--- config.mk ---
export PLATFORM = sky130hd
export DESIGN_NAME = neighbour_traffic_table
export DESIGN_NICKNAME = d
export VERILOG_FILES = /design/src/rtl/ntt_pkg.sv /design/src/rtl/ntt_divider.sv /design/src/rtl/ntt_datapath.sv /design/src/rtl/ntt_ctrl.sv /design/src/rtl/neighbour_traffic_table.sv
export VERILOG_INCLUDE_DIRS = /design/src /design/src/rtl
export SDC_FILE = /design/constraint.sdc
export NUM_CORES = 2
export LEC_CHECK = 0
export ABC_CLOCK_PERIOD_IN_PS = 22000
export BUFFER_PORTS_ARGS = -buffer_cell sky130_fd_sc_hd__buf_2
export CAP_MARGIN = 25
export CORE_ASPECT_RATIO = 0.75
export CORE_UTILIZATION = 40
export CTS_BUF_LIST = sky130_fd_sc_hd__clkbuf_2 sky130_fd_sc_hd__clkbuf_4 sky130_fd_sc_hd__clkbuf_8
export DETAILED_ROUTE_END_ITERATION = 10
export SYNTH_ARGS = -nofsm -noshare
export SYNTH_HDL_FRONTEND = slang
export SYNTH_SLANG_ARGS = --single-unit
--- constraint.sdc ---
create_clock -name clk -period 22 [get_ports clk]
set_clock_uncertainty 0.15 [all_clocks]
set_input_delay 0 -clock clk [delete_from_list [all_inputs] [get_ports clk]]
set_output_delay 0 -clock clk [all_outputs]
set_load 0.01 [all_outputs]
--- src/rtl/assert_macros.svh ---
// assertion helpers shared by the rtl files
`ifndef ASSERT_MACROS_SVH
`define ASSERT_MACROS_SVH

// implication checked on every clock edge outside reset
`define ASSERT_IMPL(label, clk, rst_n, ante, cons) \
    label: assert property (@(posedge clk) disable iff (!rst_n) (ante) |-> (cons)) \
        else $error("assertion failed");

// implication checked in the following cycle
`define ASSERT_NEXT(label, clk, rst_n, ante, cons) \
    label: assert property (@(posedge clk) disable iff (!rst_n) (ante) |=> (cons)) \
        else $error("assertion failed");

`endif

--- src/rtl/ntt_pkg.sv ---
`timescale 1ns / 1ps
package ntt_pkg;
    localparam int TableEntriesDefault = 8;
    localparam int IdW = 15;
    localparam int WeightW = 24;
    localparam int DamageW = 16;
    localparam int TrafficW = 15;
    localparam int VisitW = 16;
    localparam int SumW = 32;
    localparam int AvgW = 24;
    localparam logic [WeightW-1:0] CampLimitReset = 24'd98304;
    localparam logic [WeightW-1:0] WeightMax = 24'hFFFFFF;
    localparam logic [TrafficW-1:0] TrafficMax = 15'h7FFF;

    typedef enum logic [2:0] {
        OP_SET = 3'd0,
        OP_ADD_TRAFFIC = 3'd1,
        OP_GET = 3'd2,
        OP_DELETE = 3'd3,
        OP_ADD_DAMAGE = 3'd4,
        OP_READ_DAMAGE = 3'd5
    } op_t;

    // controller to datapath commands
    typedef struct packed {
        logic load;       // capture input beat
        logic scan_clr;   // reset scan pointer
        logic scan_step;  // advance scan pointer
        logic write_set;  // set at scan pointer
        logic write_add;  // add traffic at scan pointer (no mean)
        logic div_start;  // start divider
        logic mean_write; // write mean result at hit slot
        logic shift_step; // move entry up one slot
        logic clear_last; // clear last slot
        logic add_damage;
        logic visit_inc;
        logic finish;     // drive result
    } ctrl_t;

    // datapath status to controller
    typedef struct packed {
        logic hit;        // entry at pointer matches
        logic empty;      // entry at pointer is empty
        logic scan_last;  // pointer at last slot
        logic div_done;
        logic mean_need;  // weight below camp limit
    } stat_t;
endpackage

--- src/rtl/ntt_divider.sv ---
`timescale 1ns / 1ps
module ntt_divider (
    input  logic                    clk,
    input  logic                    rst_n,
    input  logic                    start,
    input  logic [ntt_pkg::SumW-1:0] dividend,
    input  logic [ntt_pkg::VisitW:0] divisor,
    output logic                    done,
    output logic [ntt_pkg::SumW-1:0] quotient
);
    import ntt_pkg::*;

    localparam int CntW = $clog2(SumW + 1);

    logic [SumW-1:0] quot_reg, quot_next;
    logic [VisitW+1:0] rem_reg, rem_next;
    logic [VisitW:0] dvs_reg;
    logic [CntW-1:0] cnt_reg, cnt_next;
    logic busy_reg, busy_next, done_reg, done_next;
    logic [VisitW+1:0] trial;

    // restoring division, one quotient bit a cycle
    always_comb
    begin
        quot_next = quot_reg;
        rem_next = rem_reg;
        cnt_next = cnt_reg;
        busy_next = busy_reg;
        done_next = 1'b0;
        trial = {rem_reg[VisitW:0], quot_reg[SumW-1]};
        if (start)
        begin
            quot_next = dividend;
            rem_next = '0;
            cnt_next = CntW'(SumW);
            busy_next = 1'b1;
        end
        else if (busy_reg)
        begin
            quot_next = {quot_reg[SumW-2:0], 1'b0};
            if (trial >= {1'b0, dvs_reg})
            begin
                rem_next = trial - {1'b0, dvs_reg};
                quot_next[0] = 1'b1;
            end
            else
            begin
                rem_next = trial;
            end
            cnt_next = cnt_reg - 1'b1;
            if (cnt_reg == CntW'(1))
            begin
                busy_next = 1'b0;
                done_next = 1'b1;
            end
        end
    end

    always_ff @(posedge clk or negedge rst_n)
    begin
        if (!rst_n)
        begin
            busy_reg <= 1'b0;
            done_reg <= 1'b0;
            cnt_reg <= '0;
        end
        else
        begin
            busy_reg <= busy_next;
            done_reg <= done_next;
            cnt_reg <= cnt_next;
        end
    end

    always_ff @(posedge clk)
    begin
        quot_reg <= quot_next;
        rem_reg <= rem_next;
        if (start)
            dvs_reg <= divisor;
    end

    assign done = done_reg;
    assign quotient = quot_reg;
endmodule

--- src/rtl/ntt_datapath.sv ---
`timescale 1ns / 1ps
`include "assert_macros.svh"
module ntt_datapath #(
    parameter int TABLE_ENTRIES = ntt_pkg::TableEntriesDefault
) (
    input  logic                        clk,
    input  logic                        rst_n,
    input  ntt_pkg::ctrl_t              ctrl,
    output ntt_pkg::stat_t              stat,
    input  logic                        cfg_we,
    input  logic [ntt_pkg::WeightW-1:0] cfg_data,
    input  logic [2:0]                  op_in,
    input  logic [ntt_pkg::IdW-1:0]     id_in,
    input  logic [ntt_pkg::WeightW-1:0] weight_in,
    input  logic [ntt_pkg::DamageW-1:0] damage_in,
    input  logic                        ok_in,
    output logic                        done,
    output logic                        ok,
    output logic signed [15:0]          traffic_out,
    output logic [ntt_pkg::AvgW-1:0]    avg_damage
);
    import ntt_pkg::*;

    localparam int PtrW = $clog2(TABLE_ENTRIES);

    logic [IdW:0] ids_reg [TABLE_ENTRIES];
    logic [WeightW-1:0] wts_reg [TABLE_ENTRIES];
    logic [TrafficW-1:0] trf_reg [TABLE_ENTRIES];
    logic [VisitW-1:0] visit_reg;
    logic [SumW-1:0] dsum_reg;
    logic [WeightW-1:0] camp_reg;
    logic [2:0] op_reg;
    logic [IdW-1:0] id_reg;
    logic [WeightW-1:0] wt_reg;
    logic [DamageW-1:0] dmg_reg;
    logic [PtrW-1:0] ptr_reg;
    logic done_reg, ok_reg;
    logic [15:0] trf_out_reg;
    logic [AvgW-1:0] avg_reg;
    logic [WeightW-1:0] diff;
    logic up;
    logic [TrafficW-1:0] trf_cur, trf_inc;
    logic [SumW-1:0] div_a;
    logic [VisitW:0] div_b;
    logic div_done;
    logic [SumW-1:0] div_q;
    logic [SumW:0] dsum_add;
    logic [WeightW-1:0] mean_w;

    assign trf_cur = trf_reg[ptr_reg];
    assign trf_inc = (trf_cur == TrafficMax) ? trf_cur : trf_cur + 1'b1;
    assign up = wt_reg >= wts_reg[ptr_reg];
    assign diff = up ? wt_reg - wts_reg[ptr_reg] : wts_reg[ptr_reg] - wt_reg;

    // running mean divides |diff| by traffic+1, damage read by visit count
    always_comb
    begin
        if (op_reg == OP_READ_DAMAGE)
        begin
            div_a = dsum_reg;
            div_b = {1'b0, visit_reg};
        end
        else
        begin
            div_a = SumW'(diff);
            div_b = (VisitW+1)'(trf_cur) + 1'b1;
        end
    end

    ntt_divider u_div (
        .clk(clk), .rst_n(rst_n), .start(ctrl.div_start),
        .dividend(div_a), .divisor(div_b), .done(div_done), .quotient(div_q)
    );

    assign mean_w = up ? wts_reg[ptr_reg] + div_q[WeightW-1:0]
                       : wts_reg[ptr_reg] - div_q[WeightW-1:0];
    assign dsum_add = {1'b0, dsum_reg} + (SumW+1)'(dmg_reg);

    assign stat.hit = ids_reg[ptr_reg] == {1'b0, id_reg};
    assign stat.empty = ids_reg[ptr_reg][IdW];
    assign stat.scan_last = ptr_reg == PtrW'(TABLE_ENTRIES - 1);
    assign stat.div_done = div_done;
    assign stat.mean_need = wt_reg < camp_reg;

    always_ff @(posedge clk or negedge rst_n)
    begin
        if (!rst_n)
        begin
            for (int i = 0; i < TABLE_ENTRIES; i++)
            begin
                ids_reg[i] <= {1'b1, {IdW{1'b0}}};
                wts_reg[i] <= WeightMax;
                trf_reg[i] <= '0;
            end
            visit_reg <= '0;
            dsum_reg <= '0;
            camp_reg <= CampLimitReset;
            ptr_reg <= '0;
            done_reg <= 1'b0;
        end
        else
        begin
            done_reg <= ctrl.finish;
            if (cfg_we)
                camp_reg <= cfg_data;
            if (ctrl.scan_clr)
                ptr_reg <= '0;
            else if (ctrl.scan_step)
                ptr_reg <= ptr_reg + 1'b1;
            if (ctrl.write_set)
            begin
                ids_reg[ptr_reg] <= {1'b0, id_reg};
                wts_reg[ptr_reg] <= wt_reg;
            end
            if (ctrl.write_add)
            begin
                trf_reg[ptr_reg] <= trf_inc;
                if (stat.empty)
                begin
                    ids_reg[ptr_reg] <= {1'b0, id_reg};
                    wts_reg[ptr_reg] <= wt_reg;
                end
            end
            if (ctrl.mean_write)
                wts_reg[ptr_reg] <= mean_w;
            if (ctrl.shift_step)
            begin
                ids_reg[ptr_reg] <= ids_reg[ptr_reg + 1'b1];
                wts_reg[ptr_reg] <= wts_reg[ptr_reg + 1'b1];
                trf_reg[ptr_reg] <= trf_reg[ptr_reg + 1'b1];
            end
            if (ctrl.clear_last)
            begin
                ids_reg[TABLE_ENTRIES-1] <= {1'b1, {IdW{1'b0}}};
                wts_reg[TABLE_ENTRIES-1] <= WeightMax;
                trf_reg[TABLE_ENTRIES-1] <= '0;
            end
            if (ctrl.visit_inc && visit_reg != {VisitW{1'b1}})
                visit_reg <= visit_reg + 1'b1;
            if (ctrl.add_damage)
                dsum_reg <= dsum_add[SumW] ? {SumW{1'b1}} : dsum_add[SumW-1:0];
        end
    end

    always_ff @(posedge clk)
    begin
        if (ctrl.load)
        begin
            op_reg <= op_in;
            id_reg <= id_in;
            wt_reg <= weight_in;
            dmg_reg <= damage_in;
        end
        if (ctrl.finish)
        begin
            ok_reg <= ok_in;
            if (op_reg == OP_GET)
                trf_out_reg <= ok_in ? {1'b0, trf_cur} : 16'hFFFF;
            else
                trf_out_reg <= '0;
            if (op_reg == OP_READ_DAMAGE && visit_reg != '0)
                avg_reg <= (div_q > SumW'(WeightMax)) ? WeightMax : div_q[AvgW-1:0];
            else
                avg_reg <= '0;
        end
    end

    assign done = done_reg;
    assign ok = done_reg & ok_reg;
    assign traffic_out = done_reg ? trf_out_reg : 16'sd0;
    assign avg_damage = done_reg ? avg_reg : '0;

    `ASSERT_IMPL(a_one_write, clk, rst_n, ctrl.shift_step, !ctrl.write_set && !ctrl.write_add)
    `ASSERT_IMPL(a_div_mean, clk, rst_n, ctrl.mean_write, !ctrl.div_start)
    `ASSERT_NEXT(a_done_follows, clk, rst_n, ctrl.finish, done)
endmodule

--- src/rtl/ntt_ctrl.sv ---
`timescale 1ns / 1ps
`include "assert_macros.svh"
module ntt_ctrl (
    input  logic           clk,
    input  logic           rst_n,
    input  logic           start,
    input  logic [2:0]     op,
    output logic           busy,
    output logic           ok_res,
    output ntt_pkg::ctrl_t ctrl,
    input  ntt_pkg::stat_t stat
);
    import ntt_pkg::*;

    typedef enum logic [2:0] {
        S_IDLE, S_SCAN, S_DIV, S_MEAN, S_SHIFT, S_DONE
    } state_t;

    state_t state_reg, state_next;
    logic [2:0] op_reg, op_next;
    logic ok_reg, ok_next;

    always_comb
    begin
        state_next = state_reg;
        op_next = op_reg;
        ok_next = ok_reg;
        ctrl = '0;
        case (state_reg)
            S_IDLE:
            begin
                if (start)
                begin
                    ctrl.load = 1'b1;
                    ctrl.scan_clr = 1'b1;
                    op_next = op;
                    ok_next = 1'b0;
                    state_next = S_SCAN;
                    if (op == OP_ADD_TRAFFIC)
                        ctrl.visit_inc = 1'b1;
                end
            end
            S_SCAN:
            begin
                case (op_reg)
                    OP_SET:
                    begin
                        if (stat.hit || stat.empty)
                        begin
                            ctrl.write_set = 1'b1;
                            ok_next = 1'b1;
                            state_next = S_DONE;
                        end
                        else if (stat.scan_last)
                            state_next = S_DONE;
                        else
                            ctrl.scan_step = 1'b1;
                    end
                    OP_ADD_TRAFFIC:
                    begin
                        if (stat.hit || stat.empty)
                        begin
                            ctrl.write_add = 1'b1;
                            ok_next = 1'b1;
                            if (stat.hit && stat.mean_need)
                            begin
                                state_next = S_DIV;
                            end
                            else
                                state_next = S_DONE;
                        end
                        else if (stat.scan_last)
                            state_next = S_DONE;
                        else
                            ctrl.scan_step = 1'b1;
                    end
                    OP_GET:
                    begin
                        if (stat.hit)
                        begin
                            ok_next = 1'b1;
                            state_next = S_DONE;
                        end
                        else if (stat.scan_last)
                            state_next = S_DONE;
                        else
                            ctrl.scan_step = 1'b1;
                    end
                    OP_DELETE:
                    begin
                        if (stat.hit)
                        begin
                            ok_next = 1'b1;
                            state_next = S_SHIFT;
                        end
                        else if (stat.scan_last)
                            state_next = S_DONE;
                        else
                            ctrl.scan_step = 1'b1;
                    end
                    OP_ADD_DAMAGE:
                    begin
                        ctrl.add_damage = 1'b1;
                        ok_next = 1'b1;
                        state_next = S_DONE;
                    end
                    OP_READ_DAMAGE:
                    begin
                        ctrl.div_start = 1'b1;
                        ok_next = 1'b1;
                        state_next = S_MEAN;
                    end
                    default:
                        state_next = S_DONE;
                endcase
            end
            S_DIV:
            begin
                // traffic already updated, divisor is new traffic + 1
                ctrl.div_start = 1'b1;
                state_next = S_MEAN;
            end
            S_MEAN:
            begin
                if (stat.div_done)
                begin
                    if (op_reg == OP_ADD_TRAFFIC)
                        ctrl.mean_write = 1'b1;
                    state_next = S_DONE;
                end
            end
            S_SHIFT:
            begin
                if (stat.scan_last)
                begin
                    ctrl.clear_last = 1'b1;
                    state_next = S_DONE;
                end
                else
                begin
                    ctrl.shift_step = 1'b1;
                    ctrl.scan_step = 1'b1;
                end
            end
            S_DONE:
            begin
                ctrl.finish = 1'b1;
                state_next = S_IDLE;
            end
            default:
                state_next = S_IDLE;
        endcase
    end

    always_ff @(posedge clk or negedge rst_n)
    begin
        if (!rst_n)
        begin
            state_reg <= S_IDLE;
            op_reg <= '0;
            ok_reg <= 1'b0;
        end
        else
        begin
            state_reg <= state_next;
            op_reg <= op_next;
            ok_reg <= ok_next;
        end
    end

    assign busy = state_reg != S_IDLE;
    assign ok_res = ok_reg;

    `ASSERT_NEXT(a_start_busy, clk, rst_n, start && !busy, busy)
    `ASSERT_IMPL(a_finish_done, clk, rst_n, ctrl.finish, state_reg == S_DONE)
    `ASSERT_IMPL(a_mean_op, clk, rst_n, ctrl.mean_write, op_reg == OP_ADD_TRAFFIC)
endmodule

--- src/rtl/neighbour_traffic_table.sv ---
`timescale 1ns / 1ps
// neighbour traffic table: ordered table of neighbour id, weight and traffic
// command channel: drive op and fields with start; a beat is taken when
// start is high and busy is low, and busy stays high until the result
// result channel: done pulses one cycle with ok, traffic_out, avg_damage;
// all result fields read zero outside that cycle, the receiver cannot stall
// config: camp_limit is written when camp_limit_we is high; the user must
// write it only while idle, the block itself does not enforce this
// sequencing: a table scan visits one slot per cycle; set and get scan, and
// delete of a present id scans and then shifts the entries after it; running
// mean and damage read use a one-bit-per-cycle divider of 32 steps, so add
// traffic with a mean update scans and then divides, and a damage read only
// divides; add damage updates the sum; one beat is in flight at a time
// reset: table entries empty, weights all ones, counters zero,
// camp_limit back to 1.5 in Q8.16
module neighbour_traffic_table #(
    parameter int TABLE_ENTRIES = ntt_pkg::TableEntriesDefault
) (
    input  logic                        clk,
    input  logic                        rst_n,
    input  logic                        start,
    output logic                        busy,
    input  logic [2:0]                  op,
    input  logic [ntt_pkg::IdW-1:0]     neighbour_id,
    input  logic [ntt_pkg::WeightW-1:0] weight_in,
    input  logic [ntt_pkg::DamageW-1:0] damage_in,
    input  logic                        camp_limit_we,
    input  logic [ntt_pkg::WeightW-1:0] camp_limit,
    output logic                        done,
    output logic                        ok,
    output logic signed [15:0]          traffic_out,
    output logic [ntt_pkg::AvgW-1:0]    avg_damage
);
    import ntt_pkg::*;

    ctrl_t ctrl;
    stat_t stat;
    logic ok_res;

    ntt_ctrl u_ctrl (
        .clk(clk), .rst_n(rst_n), .start(start), .op(op), .busy(busy),
        .ok_res(ok_res), .ctrl(ctrl), .stat(stat)
    );

    ntt_datapath #(.TABLE_ENTRIES(TABLE_ENTRIES)) u_dp (
        .clk(clk), .rst_n(rst_n), .ctrl(ctrl), .stat(stat),
        .cfg_we(camp_limit_we), .cfg_data(camp_limit),
        .op_in(op), .id_in(neighbour_id), .weight_in(weight_in),
        .damage_in(damage_in), .ok_in(ok_res), .done(done), .ok(ok),
        .traffic_out(traffic_out), .avg_damage(avg_damage)
    );
endmodule

==> impl_metrics.py <==
metrics = {
    "route": {
        "first_pass_iters": 8,
        "antenna_left": 0,
        "vias_per_cell": 6.22,
        "wl_mm": 163,
        "drt_iter0_drc": 4392,
        "dr_total_vias": 38900,
        "drt-wirelength-per-cell_um": 26.0,
        "post-route-drc-count": 0,
    },
    "cts": {
        "postCtsSetupBuffers": 0,
        "numCtsBuffers": 115,
        "clkSinkCount": 695,
        "clockBufferDepth": 3,
        "clk_pin_slew_ns": 0.07,
        "cts_root_buffer": "clkbuf_8",
        "h-tree-depth": 3,
        "clock_latency_ns": 0.88,
        "cts_tree": "built",
    },
    "logic_synthesis": {
        "synth-edff-count": 147,
        "synthArstFlopShare_pct": 76.4,
        "synthMuxAreaShare_pct": 14.7,
        "synth.cell_area_um2": 44300,
        "synth-adder-area-share_pct": 4.06,
        "synth.area.top_cells": "dfrtp_1 (19%), dfstp_2 (12%), edfxtp_1 (10%), mux2i_1 (6.5%), mux4_2 (6.3%)",
        "synth_top_family_by_area": "compound AO/OA/AOI/OAI gates",
        "ys_ff_latch": 695,
        "synthFlopType": "dfrtp_1",
        "synthesis.nets": 4719,
        "synth_area_leader_cell": "dfrtp_1",
        "synthXorXnorAreaFrac_pct": 2.74,
        "yosys.area_share.simple_pct": 12.8,
        "synthCells": 4492,
        "synth_warnings": 0,
        "synth-compound-area-share_pct": 19.8,
        "avgSynthCellArea_um2": 9.87,
        "ys_seq_area_share_pct": 41.3,
        "synthDistinctLibCells": 95,
        "synth_top_area_share_pct": 18.6,
    },
    "floorplanning": {
        "die_h_um": 290,
        "dieArea_um2": 112000,
        "core_um2": 110000,
        "num_io_pins": 129,
        "die_w_um": 386,
        "rows": 105,
        "start_util_pct": 40.5,
    },
    "critical_path": {
        "crit_path_end_kind": "register",
        "crit_slowest_cell": "and3b_2",
        "max_stage_delay_ns": 0.71,
        "worstPathMaxFanout": 30,
        "cp-start-kind": "register",
        "worst_path_most_repeated_cell": "buf_4",
        "critPathKind": "register to register",
        "worst_ep_arrival_time_ns": 10.60,
        "required_ns": 22.56,
    },
    "pwr": {
        "p_sw_share_pct": 48.6,
        "intPower_mw": 4.75,
        "powerDensity_nw_per_um2": 181,
        "ir_drop_uv": 139,
        "comb_power_share_pct": 59.6,
        "switching_power_mw": 4.49,
        "p_clk_share_pct": 14.1,
        "seqPwrFrac_pct": 26.3,
        "leakagePower_nw": 22.0,
    },
    "grt": {
        "grt_pass1_wl_mm": 245,
        "grt_util_met1_pct": 41.1,
        "top_usage_layer": "met2",
        "grtUsageMet3_pct": 8.01,
        "grtUsageTotal_pct": 28.4,
        "grt_overflow": 0,
        "antenna_found_initial": 3,
        "use_met2_pct": 41.2,
        "grt_max_degree": 154,
        "grt_pass1_vias": 37700,
    },
    "sta": {
        "min_period_over_period_pct": 45.6,
        "relSlewSlack_pct": 24.3,
        "finalSetupViolCount": 0,
        "max_slew.worst_pin.slew_ns": 1.13,
        "slew_viol_final": 0,
        "finalHoldViolCount": 0,
        "rsz0062_at_grt": "false",
        "fmax_mhz": 99.6,
        "period_needed_ns": 10.04,
        "setup_tns_ns": 0,
    },
    "layout": {
        "areaGrowthSynthToFinish_pct": 15.4,
        "nets": 4925,
        "drive_gt1_share_pct": 19.4,
        "largest_register_ff_count": 192,
        "fin_area_um2": 51200,
    },
    "flow_run": {
        "cap_violations": 0,
    },
    "placed_design": {
        "place.port_buffers": 128,
        "place_area_um2": 46200,
        "hpwl_mm": 103,
        "routabilityCongestion": 0.934,
    },
    "outcome": {
        "status": "finished clean",
    },
    "hold_path": {
        "hp-class": "input port to register",
    },
}
-- power by group through the flow --
stage	Clock (mW)	Sequential, mW	Combinational, mW
floorplan	0	2.17	3.84
global route	1.38	2.48	5.90
detailed placement	0	2.43	5.27
finish	1.30	2.43	5.51
CTS	1.32	2.41	5.33
global placement	0	2.42	5.25
-- metal layers --
metal  routed length (um)  up-vias
met3                18400      320
li1                     -    17100
met5                  150        -
met1                71600    19300
met4                 4310        2
met2                68200     2144
-- cells in the final DEF, fill, tap and decap left out, types with 36 or more instances in the layout --
| master | netlist | routed |
|---|---|---|
| buf_4 | 8 | 85 |
| nor3_1 | 49 | 44 |
| a21o_1 | 51 | 51 |
| a32oi_1 | 36 | 36 |
| dfrtp_1 | 329 | 326 |
| xor2_1 | 52 | 52 |
| o22ai_1 | 51 | 51 |
| and2_1 | 49 | 48 |
| clkbuf_4 | 0 | 39 |
| a211oi_1 | 37 | 37 |
| ha_1 | 136 | 134 |
| mux2_2 | 74 | 74 |
| a31oi_1 | 72 | 71 |
| buf_2 | 40 | 128 |
| nand3_1 | 59 | 57 |
| dfstp_2 | 202 | 202 |
| a22oi_1 | 104 | 104 |
| clkbuf_8 | 0 | 141 |
| mux4_2 | 124 | 124 |
| xnor2_1 | 85 | 85 |
| a2bb2oi_1 | 46 | 46 |
| inv_1 | 133 | 131 |
| dlygate4sd3_1 | 0 | 215 |
| a221oi_1 | 66 | 66 |
| a21oi_1 | 244 | 243 |
| o21a_1 | 39 | 39 |
| nand2_1 | 522 | 521 |
| edfxtp_1 | 147 | 147 |
| nor2_1 | 298 | 283 |
| o21ai_0 | 339 | 338 |
| and3_1 | 37 | 36 |
| mux2i_1 | 287 | 287 |
-- worst max-delay path: cells and delay by family, from the launching register on --
kind | cells | cell delay [ns]
AO/OA/AOI/OAI | 9 | 3.31
XOR/XNOR | 2 | 0.72
adder cells (fa/ha/maj) | 2 | 0.54
buffers and inverters | 4 | 1.85
flip-flops | 1 | 0.68
AND/OR/NAND/NOR | 9 | 2.56
-- area by class of cell --
| cell class | count | area (um^2) |
|---|---|---|
| timing repair buffer | 442 | 3740 |
| fill | 10300 | 58400 |
| clock buffer | 179 | 2230 |
| antenna | 7 | 17.5 |
| sequential | 695 | 18300 |
| inverter | 134 | 504 |
| tap | 1444 | 1810 |
| clock inverter | 39 | 363 |
| multi-input combinational | 3310 | 24200 |
-- logic make-up (layout without fill, tap and decap cells) --
group                    Yosys count  after routing
other                              0              7
multiplexers                     486            486
flip-flops                       695            695
XOR/XNOR                         138            138
buffers and inverters            487            794
AO/OA/AOI/OAI                   1324           1324
AND/OR/NAND/NOR                 1221           1221
adder cells (fa/ha/maj)          141            141
-- final timing paths --
check | slack, ns | from | depth (start not counted) | to
worst max-delay path | 11.96 | u_dp.ptr_reg[1] | 26 | u_dp.wts_reg[119]
worst min-delay path | 0.09 | op[2] | 6 | u_dp.visit_reg[12]
worst max register to register | 11.96 | u_dp.ptr_reg[1] | 26 | u_dp.wts_reg[119]
worst min register to register | 0.34 | u_dp.ids_reg[47] | 2 | u_dp.ids_reg[47]
max in group asynchronous | 19.17 | rst_n | 7 | u_dp.ids_reg[51]
min in group asynchronous | 0.23 | rst_n | 3 | u_dp.wts_reg[65]
-- what timing repair did --
item,CTS,global route
hold buffers,216,0
endpoints found under the hold margin,343,0
resized for setup,0,0
-- per-stage QoR --
step | total power [mW] | worst slack (ns) | instances | util [%] | hold WS, ns
detailed placement | 7.70 | 12.50 | 5799 | 42.2 | -0.0448
global placement | 7.67 | 12.62 | 5796 | 42.1 | -0.0449
CTS | 9.07 | 12.42 | 6233 | 46.5 | 0.0431
finish | 9.24 | 11.96 | 6250 | 46.7 | 0.0922
global route | 9.76 | 11.53 | 6246 | 46.7 | 0.0956
floorplan | 6.01 | 13.61 | 4492 | - | -0.446
-- Yosys cell counts, types with 29 or more instances --
cell type	instances
nand3_1	59
nand2_1	522
a22oi_1	104
dfstp_2	202
and2_1	49
a221oi_1	66
o21a_1	39
mux2_2	74
nor3_1	49
dfrtp_1	329
a221o_1	29
buf_1	34
inv_1	133
a31oi_1	72
and3_1	37
nor2_1	298
a21oi_1	244
o22ai_1	51
nor3b_1	31
ha_1	136
xnor2_1	85
a21o_1	51
mux2i_1	287
clkbuf_1	253
xor2_1	52
o22a_1	29
a2bb2oi_1	46
o21ai_0	339
a32oi_1	36
a211oi_1	37
edfxtp_1	147
mux4_2	124
buf_2	40
Power figures use the tool's default switching activity.
